[src/sha_pkg.sv]
package sha_pkg;

   localparam int unsigned BLOCK_BYTES = 64;
   localparam int unsigned ROUNDS      = 64;
   localparam logic [7:0]  PAD_BYTE    = 8'h80;
   localparam logic [5:0]  LEN_POS     = 6'd56;

   typedef enum logic {
      FUNC_ABSORB = 1'b0,
      FUNC_FINISH = 1'b1
   } func_type;

   // Controller to datapath
   typedef struct packed {
      logic       load_byte;   // write byte into the block buffer
      logic [7:0] byte_val;
      logic       count_byte;  // bump message length
      logic       latch_len;   // capture bit length for the trailer
      logic       start_comp;  // begin a compression
      logic       round_en;    // run one round
      logic       finish_comp; // fold working vars into chain
      logic       reset_msg;   // return chain, fill and length to initial values
   } cmd_type;

   // Datapath to controller
   typedef struct packed {
      logic [5:0] fill;
      logic       last_round;
      logic [7:0] len_byte;    // trailer byte at the current fill position
   } status_type;

   typedef logic [31:0] word_type;

   function automatic word_type round_k(input logic [5:0] i);
      word_type k;
      case (i)
         6'd0: k = 32'h428a2f98; 6'd1: k = 32'h71374491; 6'd2: k = 32'hb5c0fbcf;
         6'd3: k = 32'he9b5dba5; 6'd4: k = 32'h3956c25b; 6'd5: k = 32'h59f111f1;
         6'd6: k = 32'h923f82a4; 6'd7: k = 32'hab1c5ed5; 6'd8: k = 32'hd807aa98;
         6'd9: k = 32'h12835b01; 6'd10: k = 32'h243185be; 6'd11: k = 32'h550c7dc3;
         6'd12: k = 32'h72be5d74; 6'd13: k = 32'h80deb1fe; 6'd14: k = 32'h9bdc06a7;
         6'd15: k = 32'hc19bf174; 6'd16: k = 32'he49b69c1; 6'd17: k = 32'hefbe4786;
         6'd18: k = 32'h0fc19dc6; 6'd19: k = 32'h240ca1cc; 6'd20: k = 32'h2de92c6f;
         6'd21: k = 32'h4a7484aa; 6'd22: k = 32'h5cb0a9dc; 6'd23: k = 32'h76f988da;
         6'd24: k = 32'h983e5152; 6'd25: k = 32'ha831c66d; 6'd26: k = 32'hb00327c8;
         6'd27: k = 32'hbf597fc7; 6'd28: k = 32'hc6e00bf3; 6'd29: k = 32'hd5a79147;
         6'd30: k = 32'h06ca6351; 6'd31: k = 32'h14292967; 6'd32: k = 32'h27b70a85;
         6'd33: k = 32'h2e1b2138; 6'd34: k = 32'h4d2c6dfc; 6'd35: k = 32'h53380d13;
         6'd36: k = 32'h650a7354; 6'd37: k = 32'h766a0abb; 6'd38: k = 32'h81c2c92e;
         6'd39: k = 32'h92722c85; 6'd40: k = 32'ha2bfe8a1; 6'd41: k = 32'ha81a664b;
         6'd42: k = 32'hc24b8b70; 6'd43: k = 32'hc76c51a3; 6'd44: k = 32'hd192e819;
         6'd45: k = 32'hd6990624; 6'd46: k = 32'hf40e3585; 6'd47: k = 32'h106aa070;
         6'd48: k = 32'h19a4c116; 6'd49: k = 32'h1e376c08; 6'd50: k = 32'h2748774c;
         6'd51: k = 32'h34b0bcb5; 6'd52: k = 32'h391c0cb3; 6'd53: k = 32'h4ed8aa4a;
         6'd54: k = 32'h5b9cca4f; 6'd55: k = 32'h682e6ff3; 6'd56: k = 32'h748f82ee;
         6'd57: k = 32'h78a5636f; 6'd58: k = 32'h84c87814; 6'd59: k = 32'h8cc70208;
         6'd60: k = 32'h90befffa; 6'd61: k = 32'ha4506ceb; 6'd62: k = 32'hbef9a3f7;
         default: k = 32'hc67178f2;
      endcase
      return k;
   endfunction

   function automatic word_type init_h(input logic [2:0] i);
      word_type h;
      case (i)
         3'd0: h = 32'h6a09e667; 3'd1: h = 32'hbb67ae85;
         3'd2: h = 32'h3c6ef372; 3'd3: h = 32'ha54ff53a;
         3'd4: h = 32'h510e527f; 3'd5: h = 32'h9b05688c;
         3'd6: h = 32'h1f83d9ab; default: h = 32'h5be0cd19;
      endcase
      return h;
   endfunction

endpackage

[src/sha_datapath.sv]
module sha_datapath
   import sha_pkg::*;
(
   input  logic        clock,
   input  logic        reset,
   input  cmd_type     cmd,
   input  logic [2:0]  out_sel,
   output status_type  stat,
   output word_type    out_word
);

   word_type   chain_ff [8];
   word_type   chain_in [8];
   word_type   vars_ff  [8];
   word_type   vars_in  [8];
   // 16-word schedule window; block bytes land in it big-endian
   word_type   sched_ff [16];
   word_type   sched_in [16];
   logic [5:0]  fill_ff, fill_in;
   logic [5:0]  round_ff, round_in;
   logic [63:0] msg_len_ff, msg_len_in;
   logic [63:0] bit_len_ff;
   logic [7:0]  len_byte;

   word_type w_cur, w_new, s0, s1, t1, t2, ch, maj, sg0, sg1;
   word_type a, e;
   logic [3:0] wi;
   logic [1:0] bi;

   assign a = vars_ff[0];
   assign e = vars_ff[4];
   assign w_cur = sched_ff[0];
   assign sg0 = {sched_ff[1][6:0], sched_ff[1][31:7]} ^ {sched_ff[1][17:0], sched_ff[1][31:18]}
                ^ (sched_ff[1] >> 3);
   assign sg1 = {sched_ff[14][16:0], sched_ff[14][31:17]}
                ^ {sched_ff[14][18:0], sched_ff[14][31:19]} ^ (sched_ff[14] >> 10);
   assign w_new = sched_ff[0] + sg0 + sched_ff[9] + sg1;
   assign s1 = {e[5:0], e[31:6]} ^ {e[10:0], e[31:11]} ^ {e[24:0], e[31:25]};
   assign ch = (e & vars_ff[5]) ^ (~e & vars_ff[6]);
   assign t1 = vars_ff[7] + s1 + ch + round_k(round_ff) + w_cur;
   assign s0 = {a[1:0], a[31:2]} ^ {a[12:0], a[31:13]} ^ {a[21:0], a[31:22]};
   assign maj = (a & vars_ff[1]) ^ (a & vars_ff[2]) ^ (vars_ff[1] & vars_ff[2]);
   assign t2 = s0 + maj;
   assign wi = fill_ff[5:2];
   assign bi = fill_ff[1:0];

   always_comb begin
      chain_in   = chain_ff;
      vars_in    = vars_ff;
      sched_in   = sched_ff;
      fill_in    = fill_ff;
      round_in   = round_ff;
      msg_len_in = msg_len_ff;
      // place byte, advance fill
      if (cmd.load_byte) begin
         case (bi)
            2'd0: sched_in[wi][31:24] = cmd.byte_val;
            2'd1: sched_in[wi][23:16] = cmd.byte_val;
            2'd2: sched_in[wi][15:8]  = cmd.byte_val;
            default: sched_in[wi][7:0] = cmd.byte_val;
         endcase
         fill_in = fill_ff + 6'd1;
      end
      if (cmd.count_byte)
         msg_len_in = msg_len_ff + 64'd1;
      if (cmd.start_comp) begin
         vars_in  = chain_ff;
         round_in = '0;
      end
      // one round; shift the schedule window
      if (cmd.round_en) begin
         vars_in[7] = vars_ff[6];
         vars_in[6] = vars_ff[5];
         vars_in[5] = vars_ff[4];
         vars_in[4] = vars_ff[3] + t1;
         vars_in[3] = vars_ff[2];
         vars_in[2] = vars_ff[1];
         vars_in[1] = vars_ff[0];
         vars_in[0] = t1 + t2;
         for (int i = 0; i < 15; i++)
            sched_in[i] = sched_ff[i+1];
         sched_in[15] = w_new;
         round_in = round_ff + 6'd1;
      end
      if (cmd.finish_comp)
         for (int i = 0; i < 8; i++)
            chain_in[i] = chain_ff[i] + vars_ff[i];
      if (cmd.reset_msg) begin
         for (int i = 0; i < 8; i++)
            chain_in[i] = init_h(3'(i));
         fill_in    = '0;
         msg_len_in = '0;
      end
   end

   always_ff @(posedge clock) begin
      if (reset) begin
         for (int i = 0; i < 8; i++)
            chain_ff[i] <= init_h(3'(i));
         fill_ff    <= '0;
         msg_len_ff <= '0;
         round_ff   <= '0;
      end else begin
         chain_ff   <= chain_in;
         fill_ff    <= fill_in;
         msg_len_ff <= msg_len_in;
         round_ff   <= round_in;
      end
      vars_ff  <= vars_in;
      sched_ff <= sched_in;
      if (cmd.latch_len)
         bit_len_ff <= {msg_len_ff[60:0], 3'b000};
   end

   // trailer byte for fill positions 56..63, most significant first
   always_comb begin
      case (fill_ff[2:0])
         3'd0: len_byte = bit_len_ff[63:56];
         3'd1: len_byte = bit_len_ff[55:48];
         3'd2: len_byte = bit_len_ff[47:40];
         3'd3: len_byte = bit_len_ff[39:32];
         3'd4: len_byte = bit_len_ff[31:24];
         3'd5: len_byte = bit_len_ff[23:16];
         3'd6: len_byte = bit_len_ff[15:8];
         default: len_byte = bit_len_ff[7:0];
      endcase
   end

   assign stat = '{fill: fill_ff,
                   last_round: (round_ff == 6'(ROUNDS - 1)),
                   len_byte: len_byte};
   assign out_word = chain_ff[out_sel];

endmodule

[src/sha_control.sv]
module sha_control
   import sha_pkg::*;
(
   input  logic        clock,
   input  logic        reset,
   input  logic        req_tvalid,
   output logic        req_tready,
   input  logic [7:0]  req_byte,
   input  logic        req_finish,
   output logic        rsp_tvalid,
   input  logic        rsp_tready,
   output logic [2:0]  out_sel,
   output cmd_type     cmd,
   input  status_type  stat
);

   typedef enum logic [5:0] {
      ST_IDLE  = 6'b000001,
      ST_ROUND = 6'b000010,
      ST_FOLD  = 6'b000100,
      ST_PAD   = 6'b001000,
      ST_LEN   = 6'b010000,
      ST_EMIT  = 6'b100000
   } state_type;

   state_type  state_ff, state_in;
   logic       fin_ff, fin_in;     // compression is part of the final padding
   logic       trail_ff, trail_in; // compression holds the length trailer
   logic [2:0] idx_ff, idx_in;
   logic       take;

   assign req_tready = (state_ff == ST_IDLE);
   assign take       = req_tvalid && req_tready;
   assign rsp_tvalid = (state_ff == ST_EMIT);
   assign out_sel    = idx_ff;

   always_comb begin
      state_in = state_ff;
      fin_in   = fin_ff;
      trail_in = trail_ff;
      idx_in   = idx_ff;
      cmd      = '0;
      case (state_ff)
         ST_IDLE: begin
            if (take) begin
               cmd.load_byte = 1'b1;
               trail_in      = 1'b0;
               if (req_finish == FUNC_FINISH) begin
                  cmd.byte_val  = PAD_BYTE;
                  cmd.latch_len = 1'b1;
                  fin_in        = 1'b1;
               end else begin
                  cmd.byte_val   = req_byte;
                  cmd.count_byte = 1'b1;
                  fin_in         = 1'b0;
               end
               if (stat.fill == 6'(BLOCK_BYTES - 1)) begin
                  cmd.start_comp = 1'b1;
                  state_in       = ST_ROUND;
               end else if (req_finish == FUNC_FINISH) begin
                  state_in = (stat.fill + 6'd1 == LEN_POS) ? ST_LEN : ST_PAD;
               end
            end
         end
         ST_ROUND: begin
            cmd.round_en = 1'b1;
            if (stat.last_round)
               state_in = ST_FOLD;
         end
         ST_FOLD: begin
            cmd.finish_comp = 1'b1;
            if (!fin_ff)
               state_in = ST_IDLE;
            else if (!trail_ff)
               state_in = ST_PAD;
            else begin
               // trailer block done
               state_in = ST_EMIT;
               idx_in   = '0;
            end
         end
         ST_PAD: begin
            cmd.load_byte = 1'b1;
            cmd.byte_val  = 8'h00;
            if (stat.fill == 6'(BLOCK_BYTES - 1)) begin
               cmd.start_comp = 1'b1;
               state_in       = ST_ROUND;
            end else if (stat.fill + 6'd1 == LEN_POS)
               state_in = ST_LEN;
         end
         ST_LEN: begin
            cmd.load_byte = 1'b1;
            cmd.byte_val  = stat.len_byte;
            if (stat.fill == 6'(BLOCK_BYTES - 1)) begin
               cmd.start_comp = 1'b1;
               trail_in       = 1'b1;
               state_in       = ST_ROUND;
            end
         end
         ST_EMIT: begin
            if (rsp_tready) begin
               idx_in = idx_ff + 3'd1;
               if (idx_ff == 3'd7) begin
                  cmd.reset_msg = 1'b1;
                  state_in      = ST_IDLE;
               end
            end
         end
         default: state_in = ST_IDLE;
      endcase
   end

   always_ff @(posedge clock) begin
      if (reset) begin
         state_ff <= ST_IDLE;
         fin_ff   <= 1'b0;
         trail_ff <= 1'b0;
         idx_ff   <= '0;
      end else begin
         state_ff <= state_in;
         fin_ff   <= fin_in;
         trail_ff <= trail_in;
         idx_ff   <= idx_in;
      end
   end

endmodule

[src/sha256_message_digest_unit.sv]
// SHA-256 over a byte stream. Each transfer carries one message byte or a
// finish command. The 64th byte of a block starts a compression (64 rounds
// on the single shared round unit, then a fold), during which req_tready is
// low, so no byte is taken until it is done; between compressions bytes are
// taken back to back. A finish pads (one pad/length byte at a time, one or
// two compressions) and then returns the eight digest words, word 0 first,
// the last marked by rsp_tlast. The block then starts over with a new message.
module sha256_message_digest_unit
   import sha_pkg::*;
(
   input  logic        clock,
   input  logic        reset,
   input  logic        req_tvalid,
   output logic        req_tready,
   input  logic [7:0]  req_tdata,  // [7:0] data_byte
   input  logic        req_tuser,  // [0] func
   output logic        rsp_tvalid,
   input  logic        rsp_tready,
   output logic [39:0] rsp_tdata,  // [31:0] digest_word, [34:32] word_index, rest zero
   output logic        rsp_tlast   // last_word
);

   cmd_type    cmd;
   status_type stat;
   logic [2:0] out_sel;
   word_type   out_word;

   sha_control u_ctrl (
      .clock      (clock),
      .reset      (reset),
      .req_tvalid (req_tvalid),
      .req_tready (req_tready),
      .req_byte   (req_tdata),
      .req_finish (req_tuser),
      .rsp_tvalid (rsp_tvalid),
      .rsp_tready (rsp_tready),
      .out_sel    (out_sel),
      .cmd        (cmd),
      .stat       (stat)
   );

   sha_datapath u_dp (
      .clock    (clock),
      .reset    (reset),
      .cmd      (cmd),
      .out_sel  (out_sel),
      .stat     (stat),
      .out_word (out_word)
   );

   assign rsp_tdata = {5'b00000, out_sel, out_word};
   assign rsp_tlast = (out_sel == 3'd7);

endmodule

[config.mk]
export PLATFORM = sky130hd
export DESIGN_NAME = sha256_message_digest_unit
export DESIGN_NICKNAME = d
export VERILOG_FILES = /design/src/sha_pkg.sv /design/src/sha_datapath.sv /design/src/sha_control.sv /design/src/sha256_message_digest_unit.sv
export SDC_FILE = /design/constraint.sdc
export NUM_CORES = 2
export LEC_CHECK = 0
export ABC_AREA = 0
export BUFFER_PORTS_ARGS = -buffer_cell sky130_fd_sc_hd__buf_2
export CAP_MARGIN = 20
export CORE_UTILIZATION = 42
export CTS_CLUSTER_DIAMETER = 80
export DETAILED_ROUTE_END_ITERATION = 16
export HOLD_SLACK_MARGIN = 0.05
export PLACE_DENSITY = 0.57
export SLEW_MARGIN = 10
export SYNTH_ARGS = -nofsm -noshare
export SYNTH_HDL_FRONTEND = slang
export SYNTH_SLANG_ARGS = --single-unit
[constraint.sdc]
create_clock -name clock -period 17.14 [get_ports clock]
set_input_delay 5.142 -clock clock [delete_from_list [all_inputs] [get_ports clock]]
set_output_delay 5.142 -clock clock [all_outputs]
set_load 0.02 [all_outputs]
==> After elaboration in Yosys (flattened, before gate mapping) <==
Memory sizes are Yosys's and may differ from the RTL's. A register that Yosys moved wholly into a read port is not among the register bits.
Cells that the tools add are included.
{ "totals": {"output_inout_bits": 43, "reg_bits": 1172, "wordCells": 184, "mem_count": 1, "romBits": 2048} }
{ "op_classes": {"n_bitwise": 19, "mux": 58, "reduce_logical": 14, "order_cmp": 3, "n_eq_ne": 27, "addsub": 22} }
{ "mem_list": {"columns": ["name", "words", "width", "rd", "rd_clocked_by_memory_dff", "write_ports", "line_no", "text"], "rows": [
  ["(name not given)", 64, 32, 1, 1, 0, "sha_pkg.sv:36", "case (i)"]
]} }
{ "op_table": {"columns": ["cell", "count"], "rows": [
  ["$bwmux 512", 4],
  ["$pmux 512 s3", 1],
  ["$mux 512", 2],
  ["$add 32x32->32", 18],
  ["$demux 32 s4", 4],
  ["$mux 256", 2],
  ["$xor 32x32->32", 9],
  ["$and 32x32->32", 5],
  ["$bmux 32 s3", 1],
  ["$mux 32", 3],
  ["$mux 6", 15],
  ["$add 64x1->64 const B", 1],
  ["$pmux 8 s7", 1],
  ["$pmux 6 s6", 1],
  ["$not 32->32", 1],
  ["$xor 32x22->32", 1],
  ["$xor 32x29->32", 1],
  ["$pmux 9 s3", 1],
  ["$eq 6x6->1 const B", 4],
  ["$mux 24", 1],
  ["$mux 16", 1],
  ["$mux 8", 2],
  ["$add 6x1->6 const B", 2],
  ["$eq 3x3->1 const B", 4],
  ["other kinds (35)", 58]
]} }

==> Logic depth before layout (Yosys ltp) <==
{ "depth": {"depth_word": 9, "mapped_depth": 33, "mapped_depth_nobuf": 32} }

==> Hierarchy <==
From an unflattened synthesis, not the netlist that was laid out.
{ "unflattened": {"hier_cells": 9252, "hier_area_um2": 84556.1} }
{ "modules_own_cells": {"columns": ["module", "cells_per_inst", "area_each_um2", "instances", "seq_area_each_um2"], "rows": [
  ["sha_datapath", 9148, 83721.5, 1, 32120.8],
  ["sha_control", 97, 787.0, 1, 220.2],
  ["sha256_message_digest_unit", 7, 47.5, 1, 0.0]
]} }

==> Worst setup path after synthesis <==
OpenSTA, ideal clock, no wires.
{ "synth_timing": {"path_type": "input to register", "from": "input req_tvalid", "to": "register u_dp.sched_ff[104] (netlist name), enable pin", "t_arrival_ns": 13.178, "path_slack_ns": 3.232, "path_stages": 5, "path_buffers": 1, "t_required_ns": 16.409, "setup_time_ns": 0.731, "path_cell_list": "a32oi_1 -> nor2_1 -> nor2_1 -> clkbuf_1 -> inv_1"} }
{ "synth_between": {"elab_chain_cells": 4} }
{ "synth_rtl": {"columns": ["item", "line_no", "text"], "rows": [
  ["start: declaration", "sha256_message_digest_unit.sv:13", "input logic req_tvalid,"],
  ["$logic_and 1x1->1", "sha_control.sv:33", "assign take = req_tvalid && req_tready;"],
  ["$mux 12", "sha_control.sv:45", "if (take) begin"],
  ["$pmux 9 s3", "sha_control.sv:43", "case (state_ff)"],
  ["$reduce_bool 2->1 (no line)", null, null],
  ["end signal: assignment", "sha_datapath.sv:110", "sched_ff <= sched_in;"],
  ["end: declaration", "sha_datapath.sv:17", "word_type sched_ff [16];"]
]} }
Every way passes these cells.
A chain may end at the register's enable or synchronous reset.

==> impl_summary.txt <==
----------------------------------------------------
[Layout]
  Share of final-layout standard cells stronger than drive strength 1 ... 0.0650
  Most common cell after layout, fill and taps aside ... nand2_1
  Number of fill cells ... ~19k
  Area added between synthesis and finish ... 8.38%
  Number of inserted diodes ... 0
  Most frequent cells in the layout ... 1518 x nand2_1, 829 x edfxtp_1, 730 x o21ai_0
  Number of nets in the layout ... ~9.3k
  Final instance area ... ~89000 um2

[Clock tree]
  Clock sink count ... ~1.2k
  Number of buffers on the longest clock path ... 3
  CTS Hold Buffers Added ... 0
  Post-cts gate resize count ... 0
  Clock buffers created by TritonCTS ... 153
  Register clock-pin slew on the reported worst setup and hold paths ... about 60 ps
  Maximum level of the CTS H-tree ... 4
  Number of buffers inserted to repair setup after CTS ... 0
  Clock root buffer master ... clkbuf_16
  CTS tree ... built
  Clk Latency, worst-skew pair ... 820 ps

[Logic synthesis]
  Fraction of registers with async set or reset after synthesis ... 0
  Part of the Yosys area used for sequential elements ... 0.392
  Total standard cell area after synthesis ... 82600 um2
  Number of distinct library cells after synthesis ... 100
  Multiplexer fraction of the synthesized cell area ... 0.0291
  Flop and latch count out of synthesis ... about 1.2k
  Flip-flop cell with the highest count after synthesis ... edfxtp_1
  Gate count of the mapped netlist ... 9029
  Avg Cell Area, Syn ... 9.14 um2
  Largest family of logic cells by synthesized area ... compound AO/OA/AOI/OAI gates
  Synthesized-area fraction occupied by ao, oa, aoi and oai cells ... 0.215
  Fraction of the mapped netlist area in simple logic gates ... 0.142
  Yosys Warn Count ... 0
  EDFF count, synth ... roughly 830
  Adder-cell area share of the yosys netlist ... 0.108
  Xor/xnor share of the synthesized area ... 0.0631

[Global routing]
  Grt peak-use layer ... met2
  Global routing usage on met2 ... 0.470
  Global-route usage over all layers ... 0.289
  GR met1 Demand/Resource ... 0.390
  Pin count of the biggest net entering global routing ... about 290
  Overall overflow remaining after global route ... 0
  Number of global-route vias before repair ... around 67k
  Met3 track demand over resource in global routing ... 0.0366
  Wire length of the first global-routing pass ... about 440000 um
  Number of antenna violations at the first check in global routing ... 2

[Placed design]
  Routability Congestion ... around 0.97
  Final HPWL DP ... between 200000 and 250000 um
  Placed cell area ... between 80000 and 90000 um2
  Port Buf Inserts ... 50

[Worst setup path]
  Startpoint type of the worst setup path ... input port
  Signal arrival time at the worst endpoint ... ~10000 ps
  Crit end category ... register
  Setup CP Type ... input port to register
  R2r endpoint ... u_dp.a[31]
  Number of cells on the worst reg-to-reg path ... 28
  Worst Path Required ... ~18000 ps
  Worst-case register-to-register setup slack ... around 8500 ps
  Critical register-to-register path startpoint ... u_dp.e[25]
  Worst-path fanout max ... 21
  Setup crit start ... req_tvalid

[Pwr]
  Worst vdd ir ... roughly 320 uV
  Switching power ... 0.00996 W
  Share of power burned in the clock network ... 0.151
  Part of the total power dissipated in sequential elements ... 0.238
  Cell internal pwr ... 0.0112 W
  Relative contribution of combinational cells to total power ... 0.611
  Leak pwr ... 33.5 nW
  PD cells ... between 200 and 250 nW/um2
  Fraction of power spent switching nets ... 0.470

[Hold path]
  Hold Path Cell Cnt ... 0
  Endpoint of the worst hold path ... u_dp.bit_len_ff[63]
  Worst Hold Launch ... u_dp.msg_len_ff[60]
  Worst hold-check path type ... register to register

[Timing]
  Tcrit/Tclk final ... 0.550
  Count of endpoints failing hold in the final timing report ... 0
  Number of endpoints failing setup at the final stage ... 0
  Measured slew at the worst slew-check pin ... 1490 ps
  Setup total negative slack ... 0 ps
  F_max ... roughly 110 MHz
  Tmin final ... 9420 ps
  Final max-slew violation count ... 0
  RSZ-0062 raised after global routing ... no
  Final hold slack ... 445 ps
  Clock Skew ... between 40 and 50 ps
  Max-slew headroom ... 0.00916

[Routing]
  Antenna Violating Nets Remaining ... 0
  1st-iter DRT viols ... between 7k and 8k
  Via count of the routed design ... 70.2k
  Vias per cell ... 6.15
  Detailed-route wire length per cell ... about 26 um
  First-pass DRT Iterations ... 6
  Remaining routing DRC violations ... 0
  Final WL ... just under 300000 um

[Die]
  Die span in x ... between 400 and 500 um
  Full die area ... roughly 200000 um2
  Rows ... approximately 160
  Overall die height ... approximately 450 um
  Number of top-level pins ... 56
  Initial Utilization ... 0.423
  Standard cell core area ... 195000 um2

[Outcome]
  Outcome ... complete, no violations

[Run]
  Reported max-cap violation count ... 0

----------------------------------------------------
==> synthesized netlist by cell type, types with 43 or more instances <==
cell | instances | share of area
nor2_1 | 596 | 0.027
nand2b_1 | 65 | 0.0049
edfxtp_1 | 829 | 0.30
and3_1 | 43 | 0.0033
or3_1 | 43 | 0.0033
a32oi_1 | 366 | 0.039
a21o_1 | 205 | 0.019
clkbuf_1 | 575 | 0.026
o21a_1 | 64 | 0.0058
o211ai_1 | 128 | 0.012
nand4_1 | 47 | 0.0036
o21ai_0 | 731 | 0.044
a211oi_1 | 58 | 0.0053
xnor2_1 | 365 | 0.039
nand2_1 | 1520 | 0.069
xor2_1 | 230 | 0.024
a221oi_1 | 152 | 0.016
o21ai_1 | 61 | 0.0037
buf_2 | 48 | 0.0029
mux2i_1 | 52 | 0.0063
buf_1 | 43 | 0.0020
a21oi_1 | 504 | 0.031
dfxtp_1 | 372 | 0.090
ha_1 | 400 | 0.061
mux4_2 | 65 | 0.018
fa_1 | 195 | 0.047
inv_1 | 404 | 0.018
nand3_1 | 120 | 0.0073
nor2b_1 | 54 | 0.0041
nor3_1 | 89 | 0.0054
==> registers in the layout (all words and copies together) (netlist names), named ones only <==
register         flops
u_ctrl.fin_ff        1
u_ctrl.out_sel       3
u_ctrl.state_ff      6
u_ctrl.trail_ff      1
u_dp.a              32
u_dp.bit_len_ff     61
u_dp.chain_ff      256
u_dp.e              32
u_dp.fill_ff         6
u_dp.msg_len_ff     61
u_dp.round_ff        6
u_dp.sched_ff      480
u_dp.vars_ff       192
u_dp.w_cur          32
==> critical path: stages <==
cell,delay [ps]
buf_2,180
a32o_1,540
a21oi_1,330
buf_4,220
a22o_1,580
nand2_1,530
inv_1,610
ha_1,1000
nor2_1,200
a2111oi_0,420
a21oi_1,70
a21oi_1,190
a21o_1,150
==> how the worst max path moves through the flow <==
stage / end / slack [ps] / cells past startpoint
finish: register / 7720 / 13
global route: register / 7450 / 13
CTS: register / 7840 / 13
detailed placement: register / 7010 / 13
global placement: register / 6970 / 13
floorplan: u_dp.sched_ff[104] / 3230 / 5
==> per-stage QoR <==
step,utilization,std cells,power (W),setup WS (ps)
after detailed placement,0.433,11100,0.0178,7010
after CTS,0.458,11400,0.0211,7840
after floorplan,-,9033,0.0144,3230
after global routing,0.458,11400,0.0226,7450
after global placement,0.433,11100,0.0176,6970
final,0.458,11400,0.0212,7720
==> area by class of cell <==
type	count	area, um2	area share
well taps	2624	3280	0.0367
inverters	413	1570	0.0175
clock inverters	76	718	0.00803
clock buffers	207	4190	0.0469
multi-input cells	6739	46300	0.517
repair buffers	154	1110	0.0124
flip-flops and latches	1201	32300	0.362
==> power by group through the flow <==
stage / logic, W / clock network (W) / registers (W)
floorplan: 0.00976 / 0 / 0.00467
global placement: 0.0126 / 0 / 0.00504
detailed placement: 0.0127 / 0 / 0.00505
CTS: 0.0128 / 0.00325 / 0.00500
global route: 0.0142 / 0.00336 / 0.00508
finish: 0.0130 / 0.00320 / 0.00504
==> metal layers <==
layer  vias up  share of wire
met4         2          0.040
met3       521          0.061
met1     34800           0.43
li1      32100              -
met2      2729           0.47
met5         -       0.000068
==> logic make-up (layout without fill, tap and decap cells) <==
family,Yosys count,after routing
xor gates and xnor gates,595,595
adders and majority gates,598,598
AOI/OAI and AO/OA,2671,2671
DFF,1201,1201
buffers and inverters,1093,850
muxes,154,154
and+or+nand+nor,2716,2716
other,1,5
Power figures use the tool's default switching activity.
